File: src/hdl/nnds_pkg.sv
// Shared types, constants and channel expansion tables for the
// nearest-neighbor RGB565 downscaler. No dependencies.
package nnds_pkg;

  localparam int SIDE_W     = 11;
  localparam int PROD_W     = 2 * SIDE_W;
  localparam int PIX_W      = 16;
  localparam int CH_W       = 8;
  localparam int MAX_SIDE   = 1024;
  localparam int FIFO_DEPTH = 4;
  localparam int CFG_ADDR_W = 2;

  localparam logic [SIDE_W-1:0] MAX_SIDE_V = SIDE_W'(MAX_SIDE);

  localparam logic [SIDE_W-1:0] RST_SRC_WIDTH  = SIDE_W'(240);
  localparam logic [SIDE_W-1:0] RST_SRC_HEIGHT = SIDE_W'(240);
  localparam logic [SIDE_W-1:0] RST_OUT_COLS   = SIDE_W'(224);
  localparam logic [SIDE_W-1:0] RST_OUT_ROWS   = SIDE_W'(224);

  typedef enum logic [CFG_ADDR_W-1:0] {
    CFG_SRC_WIDTH  = 2'd0,
    CFG_SRC_HEIGHT = 2'd1,
    CFG_OUT_COLS   = 2'd2,
    CFG_OUT_ROWS   = 2'd3
  } cfg_idx_t;

  typedef struct packed {
    logic [PIX_W-1:0] pixel;
    logic             frame_end;
  } kept_t;

  typedef struct packed {
    logic              start;
    logic [PROD_W-1:0] dividend;
    logic [SIDE_W-1:0] divisor;
  } div_req_t;

  typedef struct packed {
    logic              done;
    logic [SIDE_W-1:0] quotient;
    logic [SIDE_W-1:0] remainder;
  } div_rsp_t;

  typedef logic [CH_W-1:0] lut5_t [32];
  typedef logic [CH_W-1:0] lut6_t [64];

  // floor(c*255/max) - 128, as two's complement bytes
  function automatic lut5_t build_lut5();
    lut5_t lut;
    for (int i = 0; i < 32; i++) begin
      lut[i] = CH_W'((i * 255) / 31 - 128);
    end
    return lut;
  endfunction

  function automatic lut6_t build_lut6();
    lut6_t lut;
    for (int i = 0; i < 64; i++) begin
      lut[i] = CH_W'((i * 255) / 63 - 128);
    end
    return lut;
  endfunction

  localparam lut5_t EXP5_LUT = build_lut5();
  localparam lut6_t EXP6_LUT = build_lut6();

endpackage

File: src/hdl/nnds_div.sv
// Restoring divider, one quotient bit per cycle.
// Depends on nnds_pkg.
module nnds_div (
  input  logic               clk,
  input  logic               rst_n,
  input  nnds_pkg::div_req_t req,
  output nnds_pkg::div_rsp_t rsp
);

  localparam int CNT_W = $clog2(nnds_pkg::PROD_W + 1);

  logic [nnds_pkg::SIDE_W-1:0] rem_r;
  logic [nnds_pkg::SIDE_W-1:0] dvs_r;
  logic [nnds_pkg::PROD_W-1:0] quo_r;
  logic [CNT_W-1:0]            cnt_r;
  logic                        busy_r;
  logic                        done_r;

  logic [nnds_pkg::SIDE_W:0] trial;
  logic [nnds_pkg::SIDE_W:0] diff;
  logic                      ge;

  assign trial = {rem_r, quo_r[nnds_pkg::PROD_W-1]};
  assign ge    = trial >= {1'b0, dvs_r};
  assign diff  = trial - {1'b0, dvs_r};

  always_ff @(posedge clk) begin
    if (!rst_n) begin
      busy_r <= 1'b0;
      done_r <= 1'b0;
      cnt_r  <= '0;
    end else begin
      done_r <= 1'b0;
      if (req.start) begin
        busy_r <= 1'b1;
        cnt_r  <= CNT_W'(nnds_pkg::PROD_W);
      end else if (busy_r) begin
        cnt_r <= cnt_r - CNT_W'(1);
        if (cnt_r == CNT_W'(1)) begin
          busy_r <= 1'b0;
          done_r <= 1'b1;
        end
      end
    end
  end

  always_ff @(posedge clk) begin
    if (req.start) begin
      rem_r <= '0;
      quo_r <= req.dividend;
      dvs_r <= req.divisor;
    end else if (busy_r) begin
      rem_r <= ge ? diff[nnds_pkg::SIDE_W-1:0] : trial[nnds_pkg::SIDE_W-1:0];
      quo_r <= {quo_r[nnds_pkg::PROD_W-2:0], ge};
    end
  end

  assign rsp.done      = done_r;
  assign rsp.quotient  = quo_r[nnds_pkg::SIDE_W-1:0];
  assign rsp.remainder = rem_r;

endmodule

File: src/hdl/nnds_front.sv
// Front end: size registers, source/destination counters, sample point
// tracking and keep decision. Depends on nnds_pkg and nnds_div.
module nnds_front (
  input  logic                              clk,
  input  logic                              rst_n,
  input  logic                              cfg_we,
  input  logic [nnds_pkg::CFG_ADDR_W-1:0]   cfg_addr,
  input  logic [nnds_pkg::SIDE_W-1:0]       cfg_wdata,
  input  logic                              in_valid,
  output logic                              in_ready,
  input  logic [nnds_pkg::PIX_W-1:0]        in_pixel,
  input  logic                              in_frame_start,
  input  logic                              fifo_full,
  output logic                              push,
  output nnds_pkg::kept_t                   push_data
);

  localparam int W = nnds_pkg::SIDE_W;

  typedef enum logic [3:0] {
    ST_RUN   = 4'b0001,
    ST_MUL   = 4'b0010,
    ST_START = 4'b0100,
    ST_WAIT  = 4'b1000
  } state_t;

  typedef enum logic [1:0] {
    OP_COL_STEP = 2'd0,
    OP_ROW_STEP = 2'd1,
    OP_COL_POS  = 2'd2,
    OP_ROW_POS  = 2'd3
  } op_t;

  state_t state_r, state_nxt;
  op_t    op_r, op_nxt;

  logic [W-1:0] src_width_r, src_height_r, out_cols_r, out_rows_r;

  logic [W-1:0] sc_r, sr_r, dc_r, dr_r, smc_r, smr_r, rc_r, rr_r;
  logic [W-1:0] sc_nxt, sr_nxt, dc_nxt, dr_nxt, smc_nxt, smr_nxt, rc_nxt, rr_nxt;
  logic [W-1:0] qc_r, rcs_r, qr_r, rrs_r;

  logic [nnds_pkg::PROD_W-1:0] prod_r;

  nnds_pkg::div_req_t div_req;
  nnds_pkg::div_rsp_t div_rsp;

  logic [W-1:0] w, h, oc_c, orr_c, oc, orr;
  logic [W-1:0] mul_a, mul_b;
  logic         col_op;

  logic [W-1:0] c_sc, c_sr, c_dc, c_dr, c_smc, c_smr, c_rc, c_rr;
  logic         in_fire, active, hit, eol, last_px;
  logic [W:0]   col_sum, row_sum;
  logic         col_wrap, row_wrap;
  logic [W-1:0] col_rem_inc, col_smp_inc, row_rem_inc, row_smp_inc;

  function automatic logic [W-1:0] clamp_side(logic [W-1:0] v);
    if (v == '0) return W'(1);
    if (v > nnds_pkg::MAX_SIDE_V) return nnds_pkg::MAX_SIDE_V;
    return v;
  endfunction

  assign w     = clamp_side(src_width_r);
  assign h     = clamp_side(src_height_r);
  assign oc_c  = clamp_side(out_cols_r);
  assign orr_c = clamp_side(out_rows_r);
  assign oc    = (oc_c > w) ? w : oc_c;
  assign orr   = (orr_c > h) ? h : orr_c;

  always_ff @(posedge clk) begin
    if (!rst_n) begin
      src_width_r  <= nnds_pkg::RST_SRC_WIDTH;
      src_height_r <= nnds_pkg::RST_SRC_HEIGHT;
      out_cols_r   <= nnds_pkg::RST_OUT_COLS;
      out_rows_r   <= nnds_pkg::RST_OUT_ROWS;
    end else if (cfg_we) begin
      unique case (nnds_pkg::cfg_idx_t'(cfg_addr))
        nnds_pkg::CFG_SRC_WIDTH:  src_width_r  <= cfg_wdata;
        nnds_pkg::CFG_SRC_HEIGHT: src_height_r <= cfg_wdata;
        nnds_pkg::CFG_OUT_COLS:   out_cols_r   <= cfg_wdata;
        nnds_pkg::CFG_OUT_ROWS:   out_rows_r   <= cfg_wdata;
        default: ;
      endcase
    end
  end

  // Recompute of step sizes and sample points after reset or a size write
  assign col_op = (op_r == OP_COL_STEP) || (op_r == OP_COL_POS);

  always_comb begin
    case (op_r)
      OP_COL_POS: mul_a = dc_r;
      OP_ROW_POS: mul_a = dr_r;
      default:    mul_a = W'(1);
    endcase
    mul_b = col_op ? w : h;
  end

  always_ff @(posedge clk) begin
    if (state_r == ST_MUL) begin
      prod_r <= (nnds_pkg::PROD_W)'(mul_a) * (nnds_pkg::PROD_W)'(mul_b);
    end
  end

  assign div_req.start    = (state_r == ST_START);
  assign div_req.dividend = prod_r;
  assign div_req.divisor  = col_op ? oc : orr;

  nnds_div u_div (
    .clk (clk),
    .rst_n (rst_n),
    .req (div_req),
    .rsp (div_rsp)
  );

  always_comb begin
    state_nxt = state_r;
    op_nxt    = op_r;
    unique case (state_r)
      ST_RUN:   ;
      ST_MUL:   state_nxt = ST_START;
      ST_START: state_nxt = ST_WAIT;
      ST_WAIT: begin
        if (div_rsp.done) begin
          if (op_r == OP_ROW_POS) begin
            state_nxt = ST_RUN;
          end else begin
            op_nxt    = op_t'(op_r + 2'd1);
            state_nxt = ST_MUL;
          end
        end
      end
      default: state_nxt = ST_MUL;
    endcase
    if (cfg_we) begin
      state_nxt = ST_MUL;
      op_nxt    = OP_COL_STEP;
    end
  end

  always_ff @(posedge clk) begin
    if (!rst_n) begin
      state_r <= ST_MUL;
      op_r    <= OP_COL_STEP;
    end else begin
      state_r <= state_nxt;
      op_r    <= op_nxt;
    end
  end

  always_ff @(posedge clk) begin
    if (state_r == ST_WAIT && div_rsp.done) begin
      case (op_r)
        OP_COL_STEP: begin
          qc_r  <= div_rsp.quotient;
          rcs_r <= div_rsp.remainder;
        end
        OP_ROW_STEP: begin
          qr_r  <= div_rsp.quotient;
          rrs_r <= div_rsp.remainder;
        end
        default: ;
      endcase
    end
  end

  // Per-item counting
  assign in_ready = (state_r == ST_RUN) && !fifo_full;
  assign in_fire  = in_valid && in_ready;

  always_comb begin
    if (in_frame_start) begin
      c_sc  = '0; c_sr  = '0; c_dc = '0; c_dr = '0;
      c_smc = '0; c_smr = '0; c_rc = '0; c_rr = '0;
    end else begin
      c_sc  = sc_r;  c_sr  = sr_r;  c_dc = dc_r; c_dr = dr_r;
      c_smc = smc_r; c_smr = smr_r; c_rc = rc_r; c_rr = rr_r;
    end
  end

  assign active  = (c_sr < h) && (c_dr < orr);
  assign hit     = active && (c_sr == c_smr) && (c_sc == c_smc) && (c_dc < oc);
  assign last_px = (c_dr == orr - W'(1)) && (c_dc == oc - W'(1));
  assign eol     = ({1'b0, c_sc} + (W+1)'(1)) >= {1'b0, w};

  assign col_sum     = {1'b0, c_rc} + {1'b0, rcs_r};
  assign col_wrap    = col_sum >= {1'b0, oc};
  assign col_rem_inc = col_wrap ? W'(col_sum - {1'b0, oc}) : col_sum[W-1:0];
  assign col_smp_inc = c_smc + qc_r + W'(col_wrap);

  assign row_sum     = {1'b0, c_rr} + {1'b0, rrs_r};
  assign row_wrap    = row_sum >= {1'b0, orr};
  assign row_rem_inc = row_wrap ? W'(row_sum - {1'b0, orr}) : row_sum[W-1:0];
  assign row_smp_inc = c_smr + qr_r + W'(row_wrap);

  always_comb begin
    sc_nxt  = sc_r;  sr_nxt  = sr_r;  dc_nxt = dc_r; dr_nxt = dr_r;
    smc_nxt = smc_r; smr_nxt = smr_r; rc_nxt = rc_r; rr_nxt = rr_r;
    if (state_r == ST_WAIT && div_rsp.done) begin
      case (op_r)
        OP_COL_POS: begin
          smc_nxt = div_rsp.quotient;
          rc_nxt  = div_rsp.remainder;
        end
        OP_ROW_POS: begin
          smr_nxt = div_rsp.quotient;
          rr_nxt  = div_rsp.remainder;
        end
        default: ;
      endcase
    end
    if (in_fire) begin
      sc_nxt  = c_sc;  sr_nxt  = c_sr;  dc_nxt = c_dc; dr_nxt = c_dr;
      smc_nxt = c_smc; smr_nxt = c_smr; rc_nxt = c_rc; rr_nxt = c_rr;
      if (active) begin
        if (hit) begin
          dc_nxt  = c_dc + W'(1);
          smc_nxt = col_smp_inc;
          rc_nxt  = col_rem_inc;
        end
        if (eol) begin
          if (c_sr == c_smr) begin
            dr_nxt  = c_dr + W'(1);
            smr_nxt = row_smp_inc;
            rr_nxt  = row_rem_inc;
          end
          dc_nxt  = '0;
          smc_nxt = '0;
          rc_nxt  = '0;
          sc_nxt  = '0;
          sr_nxt  = c_sr + W'(1);
        end else begin
          sc_nxt = c_sc + W'(1);
        end
      end
    end
  end

  always_ff @(posedge clk) begin
    if (!rst_n) begin
      sc_r  <= '0; sr_r  <= '0; dc_r <= '0; dr_r <= '0;
      smc_r <= '0; smr_r <= '0; rc_r <= '0; rr_r <= '0;
    end else begin
      sc_r  <= sc_nxt;  sr_r  <= sr_nxt;  dc_r <= dc_nxt; dr_r <= dr_nxt;
      smc_r <= smc_nxt; smr_r <= smr_nxt; rc_r <= rc_nxt; rr_r <= rr_nxt;
    end
  end

  assign push                = in_fire && hit;
  assign push_data.pixel     = in_pixel;
  assign push_data.frame_end = last_px;

endmodule

File: src/hdl/nnds_fifo.sv
// Short queue of kept pixels between front and back end.
// Depends on nnds_pkg.
module nnds_fifo (
  input  logic            clk,
  input  logic            rst_n,
  input  logic            push,
  input  nnds_pkg::kept_t push_data,
  output logic            full,
  input  logic            pop,
  output nnds_pkg::kept_t pop_data,
  output logic            empty
);

  localparam int DEPTH = nnds_pkg::FIFO_DEPTH;
  localparam int PTR_W = $clog2(DEPTH);
  localparam int CNT_W = $clog2(DEPTH + 1);

  nnds_pkg::kept_t  mem_r [DEPTH];
  logic [PTR_W-1:0] wr_ptr_r, rd_ptr_r;
  logic [CNT_W-1:0] count_r;

  assign full     = (count_r == CNT_W'(DEPTH));
  assign empty    = (count_r == '0);
  assign pop_data = mem_r[rd_ptr_r];

  always_ff @(posedge clk) begin
    if (push) begin
      mem_r[wr_ptr_r] <= push_data;
    end
  end

  always_ff @(posedge clk) begin
    if (!rst_n) begin
      wr_ptr_r <= '0;
      rd_ptr_r <= '0;
      count_r  <= '0;
    end else begin
      if (push) wr_ptr_r <= wr_ptr_r + PTR_W'(1);
      if (pop)  rd_ptr_r <= rd_ptr_r + PTR_W'(1);
      case ({push, pop})
        2'b10:   count_r <= count_r + CNT_W'(1);
        2'b01:   count_r <= count_r - CNT_W'(1);
        default: ;
      endcase
    end
  end

endmodule

File: src/hdl/nnds_back.sv
// Back end: widens RGB565 channels to offset int8 and holds the result
// register. Depends on nnds_pkg.
module nnds_back (
  input  logic                        clk,
  input  logic                        rst_n,
  input  logic                        empty,
  input  nnds_pkg::kept_t             pop_data,
  output logic                        pop,
  output logic                        out_valid,
  input  logic                        out_ready,
  output logic [nnds_pkg::CH_W-1:0]   out_red,
  output logic [nnds_pkg::CH_W-1:0]   out_green,
  output logic [nnds_pkg::CH_W-1:0]   out_blue,
  output logic                        out_frame_end
);

  logic                      valid_r;
  logic [nnds_pkg::CH_W-1:0] red_r, green_r, blue_r;
  logic                      fe_r;

  assign pop = !empty && (!valid_r || out_ready);

  always_ff @(posedge clk) begin
    if (!rst_n) begin
      valid_r <= 1'b0;
    end else if (pop) begin
      valid_r <= 1'b1;
    end else if (out_ready) begin
      valid_r <= 1'b0;
    end
  end

  always_ff @(posedge clk) begin
    if (pop) begin
      red_r   <= nnds_pkg::EXP5_LUT[pop_data.pixel[15:11]];
      green_r <= nnds_pkg::EXP6_LUT[pop_data.pixel[10:5]];
      blue_r  <= nnds_pkg::EXP5_LUT[pop_data.pixel[4:0]];
      fe_r    <= pop_data.frame_end;
    end
  end

  assign out_valid     = valid_r;
  assign out_red       = red_r;
  assign out_green     = green_r;
  assign out_blue      = blue_r;
  assign out_frame_end = fe_r;

endmodule

File: src/hdl/nn_downscale_rgb565_to_int8_unit.sv
// Nearest-neighbor RGB565 downscaler, top level; uses nnds_pkg, nnds_front,
// nnds_fifo and nnds_back.
// Throughput: one source pixel per cycle while the FIFO is not full and no recompute
// runs; a kept pixel passes through the FIFO and the output register to the output.
// Synchronous reset (rst_n low) and every size write start a recompute of step
// sizes and sample points, during which in_tready is low.
module nn_downscale_rgb565_to_int8_unit (
  input  logic                            clk,
  input  logic                            rst_n,
  input  logic                            cfg_we,
  input  logic [nnds_pkg::CFG_ADDR_W-1:0] cfg_addr,
  input  logic [nnds_pkg::SIDE_W-1:0]     cfg_wdata,
  input  logic                            in_tvalid,
  output logic                            in_tready,
  input  logic [15:0]                     in_tdata,   // [15:0] pixel
  input  logic                            in_tuser,   // [0] frame_start
  output logic                            out_tvalid,
  input  logic                            out_tready,
  output logic [23:0]                     out_tdata,  // [7:0] red, [15:8] green, [23:16] blue
  output logic                            out_tlast
);

  logic            push, full, pop, empty;
  nnds_pkg::kept_t push_data, pop_data;

  nnds_front u_front (
    .clk            (clk),
    .rst_n          (rst_n),
    .cfg_we         (cfg_we),
    .cfg_addr       (cfg_addr),
    .cfg_wdata      (cfg_wdata),
    .in_valid       (in_tvalid),
    .in_ready       (in_tready),
    .in_pixel       (in_tdata),
    .in_frame_start (in_tuser),
    .fifo_full      (full),
    .push           (push),
    .push_data      (push_data)
  );

  nnds_fifo u_fifo (
    .clk       (clk),
    .rst_n     (rst_n),
    .push      (push),
    .push_data (push_data),
    .full      (full),
    .pop       (pop),
    .pop_data  (pop_data),
    .empty     (empty)
  );

  nnds_back u_back (
    .clk           (clk),
    .rst_n         (rst_n),
    .empty         (empty),
    .pop_data      (pop_data),
    .pop           (pop),
    .out_valid     (out_tvalid),
    .out_ready     (out_tready),
    .out_red       (out_tdata[7:0]),
    .out_green     (out_tdata[15:8]),
    .out_blue      (out_tdata[23:16]),
    .out_frame_end (out_tlast)
  );

endmodule

File: config.mk
export PLATFORM = sky130hd
export DESIGN_NAME = nn_downscale_rgb565_to_int8_unit
export DESIGN_NICKNAME = d
export VERILOG_FILES = /design/src/hdl/nnds_pkg.sv /design/src/hdl/nnds_div.sv /design/src/hdl/nnds_front.sv /design/src/hdl/nnds_fifo.sv /design/src/hdl/nnds_back.sv /design/src/hdl/nn_downscale_rgb565_to_int8_unit.sv
export SDC_FILE = /design/constraint.sdc
export NUM_CORES = 1
export LEC_CHECK = 0
export ABC_AREA = 1
export ABC_CLOCK_PERIOD_IN_PS = 8200
export BUFFER_PORTS_ARGS = -buffer_cell sky130_fd_sc_hd__buf_2
export CAP_MARGIN = 15
export CORE_UTILIZATION = 34
export DETAILED_ROUTE_END_ITERATION = 10
export GPL_TIMING_DRIVEN = 0
export PLACE_DENSITY = 0.6
export RECOVER_POWER = 100
export SLEW_MARGIN = 25
export SYNTH_ARGS = -nofsm -noshare
export SYNTH_HDL_FRONTEND = slang
export SYNTH_SLANG_ARGS = --single-unit
File: constraint.sdc
create_clock -name clk -period 8.2 [get_ports clk]
set_input_delay 0.41 -clock clk [delete_from_list [all_inputs] [get_ports clk]]
set_output_delay 0.41 -clock clk [all_outputs]
set_load 0.01 [all_outputs]
==> impl_metrics.json <==
{
  "outcome": "complete, but fails checks",
  "violations": "capacitance limit, slew limit",
  "grt_pass1_wl_mm": 127,
  "ys_ff_latch": 358,
  "fin_util_pct": 38.7,
  "ys.warnings.count": 0,
  "fin_tns_setup_ps": 0,
  "peakVddDrop_uv": 163,
  "grt_pass1_vias": 22500,
  "timing.final.crit_share_pct": 92.4,
  "worstPathArrival_ps": 7810,
  "grt_usage_pct": 21.1,
  "busiest_layer": "met2",
  "cpPeakStageDelay_ps": 650,
  "ant_nets": 0,
  "end_kind": "register",
  "hold_violations": 0,
  "critPathSlowestCell": "clkbuf_1",
  "slew_headroom_pct": -33.5,
  "layout.nets": 3857,
  "path_common_cell": "nand2_1",
  "cts.repair.resized": 0,
  "area_growth_syn_to_layout_pct": 12.4,
  "grt.met2_usage_pct": 34.6,
  "regMostFlops": "u_fifo.mem_r",
  "maxSlewViolCount": 44,
  "hold_depth": 1,
  "min_to": "u_fifo.mem_r[0][1]",
  "overflow": 0,
  "synth_flop_cell": "edfxtp_1",
  "syn_area_mm2": 0.0261,
  "diodes": 0,
  "rsz0062_at_grt": "no",
  "synthArstFlopShare_pct": 0,
  "wl_per_cell_um": 17.9,
  "grt_util_met1_pct": 27.5,
  "clockBufferDepth": 3,
  "avgSynthCellArea_um2": 7.69,
  "dpl.hpwl_mm": 64.8,
  "placedCellCount": 4493,
  "synth_edf_count": 192,
  "fin_crit_ps": 7580,
  "skew_ps": 27.2,
  "worstPathRequired_ps": 8430,
  "clock.fmax_mhz": 132,
  "fp.dieArea_mm2": 0.0779,
  "hp-start": "in_tdata[0]",
  "remaining_drc_errors": 0,
  "fin_cells": 4583,
  "rows": 101,
  "clk_pin_slew_ps": 60,
  "r2r_slack_ps": 620,
  "critPathLaunchType": "register",
  "path_class": "register to register",
  "viasPerCell": 5.11,
  "htreeDepth": 2,
  "firstDrtPassIters": 6,
  "synthesis.nets": 3737,
  "die_h_um": 279,
  "cts_tree": "yes",
  "synth_cells": 3398,
  "p_total_mw": 5.87,
  "setup_viol": 0,
  "io_buffers": 59,
  "regToRegEndpoint": "u_fifo.mem_r[0][12]",
  "ys_seq_area_share_pct": 34.8,
  "cap_violations": 3,
  "initial_core_util_pct": 34.4,
  "grt.met3_usage_pct": 3.18,
  "ys_types": 58,
  "r2r-start": "u_front.src_height_r[8]",
  "drive_above_1_share_pct": 3.52,
  "crit_path_max_fanout": 11,
  "p_leak_nw": 12.8,
  "cp_cell_sequence": "nor2_1, nand3_1, o21ai_2, nand2_1, ha_1, and3_1, nand4_1, nand2_1, clkbuf_1, o21ai_0, inv_1, ha_1, nand2_1, nor2_1, nand2_1, o211ai_1, a21oi_1, nand4_1, nor2_1, nand2_1, clkinvlp_2, nand2_1, nor2_1, clkbuf_1",
  "worstMarginPinSlew_ps": 2000,
  "timing.hold.ws_ps": 83.3,
  "hold_class": "input pin to register",
  "cts_sinks": 358,
  "gp_congestion": 0.978,
  "top_regs": "u_fifo.mem_r (68), u_front.prod_r (22), u_front.u_div.quo_r (22)",
  "antenna_found_initial": 0,
  "core_area_mm2": 0.0759,
  "clock_latency_ps": 600,
  "wl_mm": 82.1,
  "rr_worst_depth": 24,
  "vias": 23400,
  "grt_max_degree": 27,
  "largest_reg_flops": 68,
  "drt_iter0_markers": 2008,
  "power_density_mw_per_mm2": 200,
  "cts_buffers": 43,
  "die_w_um": 279,
  "cts_root_buffer": "clkbuf_16",
  "io_pins": 62
}
worst max path at each step:
stage / startpoint / to / cells after the start
3_5_place_dp: in_tuser / u_front.smr_r[8] / 31
5_1_grt: u_front.src_height_r[4] / u_front.smr_r[8] / 27
4_1_cts: u_front.op_r[0] / u_front.prod_r[18] / 27
2_1_floorplan: u_front.op_r[0] / u_front.prod_r[18] / 27
3_3_place_gp: in_tuser / u_front.smr_r[8] / 31
6_report: u_front.src_height_r[8] / u_fifo.mem_r[0][12] / 24
logic make-up (layout without fill, tap and decap cells):
family | count (synthesis) | after routing | share of synthesized area (%)
mux | 2 | 2 | 0.0767
buf+inv | 602 | 757 | 8.93
fa+ha+maj | 304 | 304 | 17.2
xor+xnor | 105 | 105 | 3.52
flops | 358 | 358 | 34.8
simple gates | 1377 | 1377 | 21.5
compound gates | 650 | 650 | 14.0
layout by cell type (no fill, tap or decap), types with 5 or more instances in the layout:
master / synthesis / layout
nor2_1: 387 / 390
a211oi_1: 8 / 8
nand3_1: 147 / 147
nor4_1: 9 / 9
buf_2: 15 / 23
nand2_1: 740 / 743
nor3_1: 31 / 31
inv_1: 499 / 500
o21ai_0: 227 / 233
clkbuf_16: 0 / 46
o211ai_1: 57 / 57
xor2_1: 73 / 73
fa_1: 90 / 90
o22ai_1: 24 / 20
xnor2_1: 32 / 32
edfxtp_1: 192 / 192
o21ai_1: 18 / 12
dfxtp_1: 166 / 166
nand4_1: 35 / 36
dlygate4sd3_1: 0 / 10
a32o_1: 5 / 5
a32oi_1: 12 / 12
clkbuf_1: 67 / 135
clkinv_1: 4 / 6
o31ai_1: 8 / 8
o21bai_1: 6 / 6
a31oi_1: 14 / 14
o21a_1: 5 / 5
a21oi_1: 241 / 241
ha_1: 214 / 214
bufinv_16: 0 / 7
buf_4: 6 / 5
cells in the mapped netlist (4+ instances only):
cell type | n | area (um^2)
a211oi_1 | 8 | 60.1
o21bai_1 | 6 | 45.0
xor2_1 | 73 | 639
a32o_1 | 5 | 50.1
dfxtp_1 | 166 | 3320
buf_4 | 6 | 45.0
nand3_1 | 147 | 736
clkbuf_1 | 67 | 251
a21oi_1 | 241 | 1210
nor4_1 | 9 | 56.3
o31ai_1 | 8 | 60.1
nand2_1 | 740 | 2780
clkinv_1 | 4 | 15.0
o221ai_1 | 4 | 35.0
o211ai_1 | 57 | 428
nor3_1 | 31 | 155
inv_1 | 499 | 1870
a32oi_1 | 12 | 105
nand2_2 | 5 | 31.3
buf_2 | 15 | 75.1
ha_1 | 214 | 2680
o21ai_1 | 18 | 90.1
fa_1 | 90 | 1800
xnor2_1 | 32 | 280
a21o_1 | 4 | 30.0
o21a_1 | 5 | 37.5
a31oi_1 | 14 | 87.6
nor2_2 | 6 | 37.5
nand4_1 | 35 | 219
buf_6 | 4 | 45.0
edfxtp_1 | 192 | 5770
or2_2 | 4 | 25.0
o21ai_0 | 227 | 1140
nor2_1 | 387 | 1450
buf_1 | 4 | 15.0
o22ai_1 | 24 | 150
where the power goes:
group / leakage [nW] / internal [mW] / switching (mW)
registers: 3.12 / 2.09 / 0.0937
clock network: 0.762 / 1.29 / 0.838
logic: 8.93 / 0.471 / 1.09
metrics by stage:
stage               instance area (um^2)  setup slack (ps)
detailed placement                 27900               577
floorplan                          26100              2100
global route                       29400               151
global placement                   27700               563
CTS                                29500               902
finish                             29400               621
worst max-delay path, delay by kind of cell, from the launching register on:
kind                       cells  cell delay [ps]
buffers and inverters          4             1620
DFF                            1              330
adders and majority gates      2              740
and+or+nand+nor               14             3060
AOI/OAI and AO/OA              4             1450
routing by layer:
| metal | vias up | wire length (um) |
|---|---|---|
| met1 | 11100 | 35800 |
| met2 | 713 | 37500 |
| met3 | 154 | 5310 |
| met5 | - | 0 |
| li1 | 11500 | - |
| met4 | 0 | 3410 |
cell type report:
cell class	instances	area, um^2
multi-input combinational	2438	14700
inverter	506	1900
clock buffer	58	1220
fill	7917	46600
tap	1030	1290
clock inverter	22	365
buffer	96	419
sequential	358	9090
timing repair buffer	75	375
timing repair:
action,CTS,global route
setup endpoints to repair,0,0
hold buffers,10,0
setup buffers,0,0
hold endpoints to repair,38,0
Power figures use the tool's default switching activity.
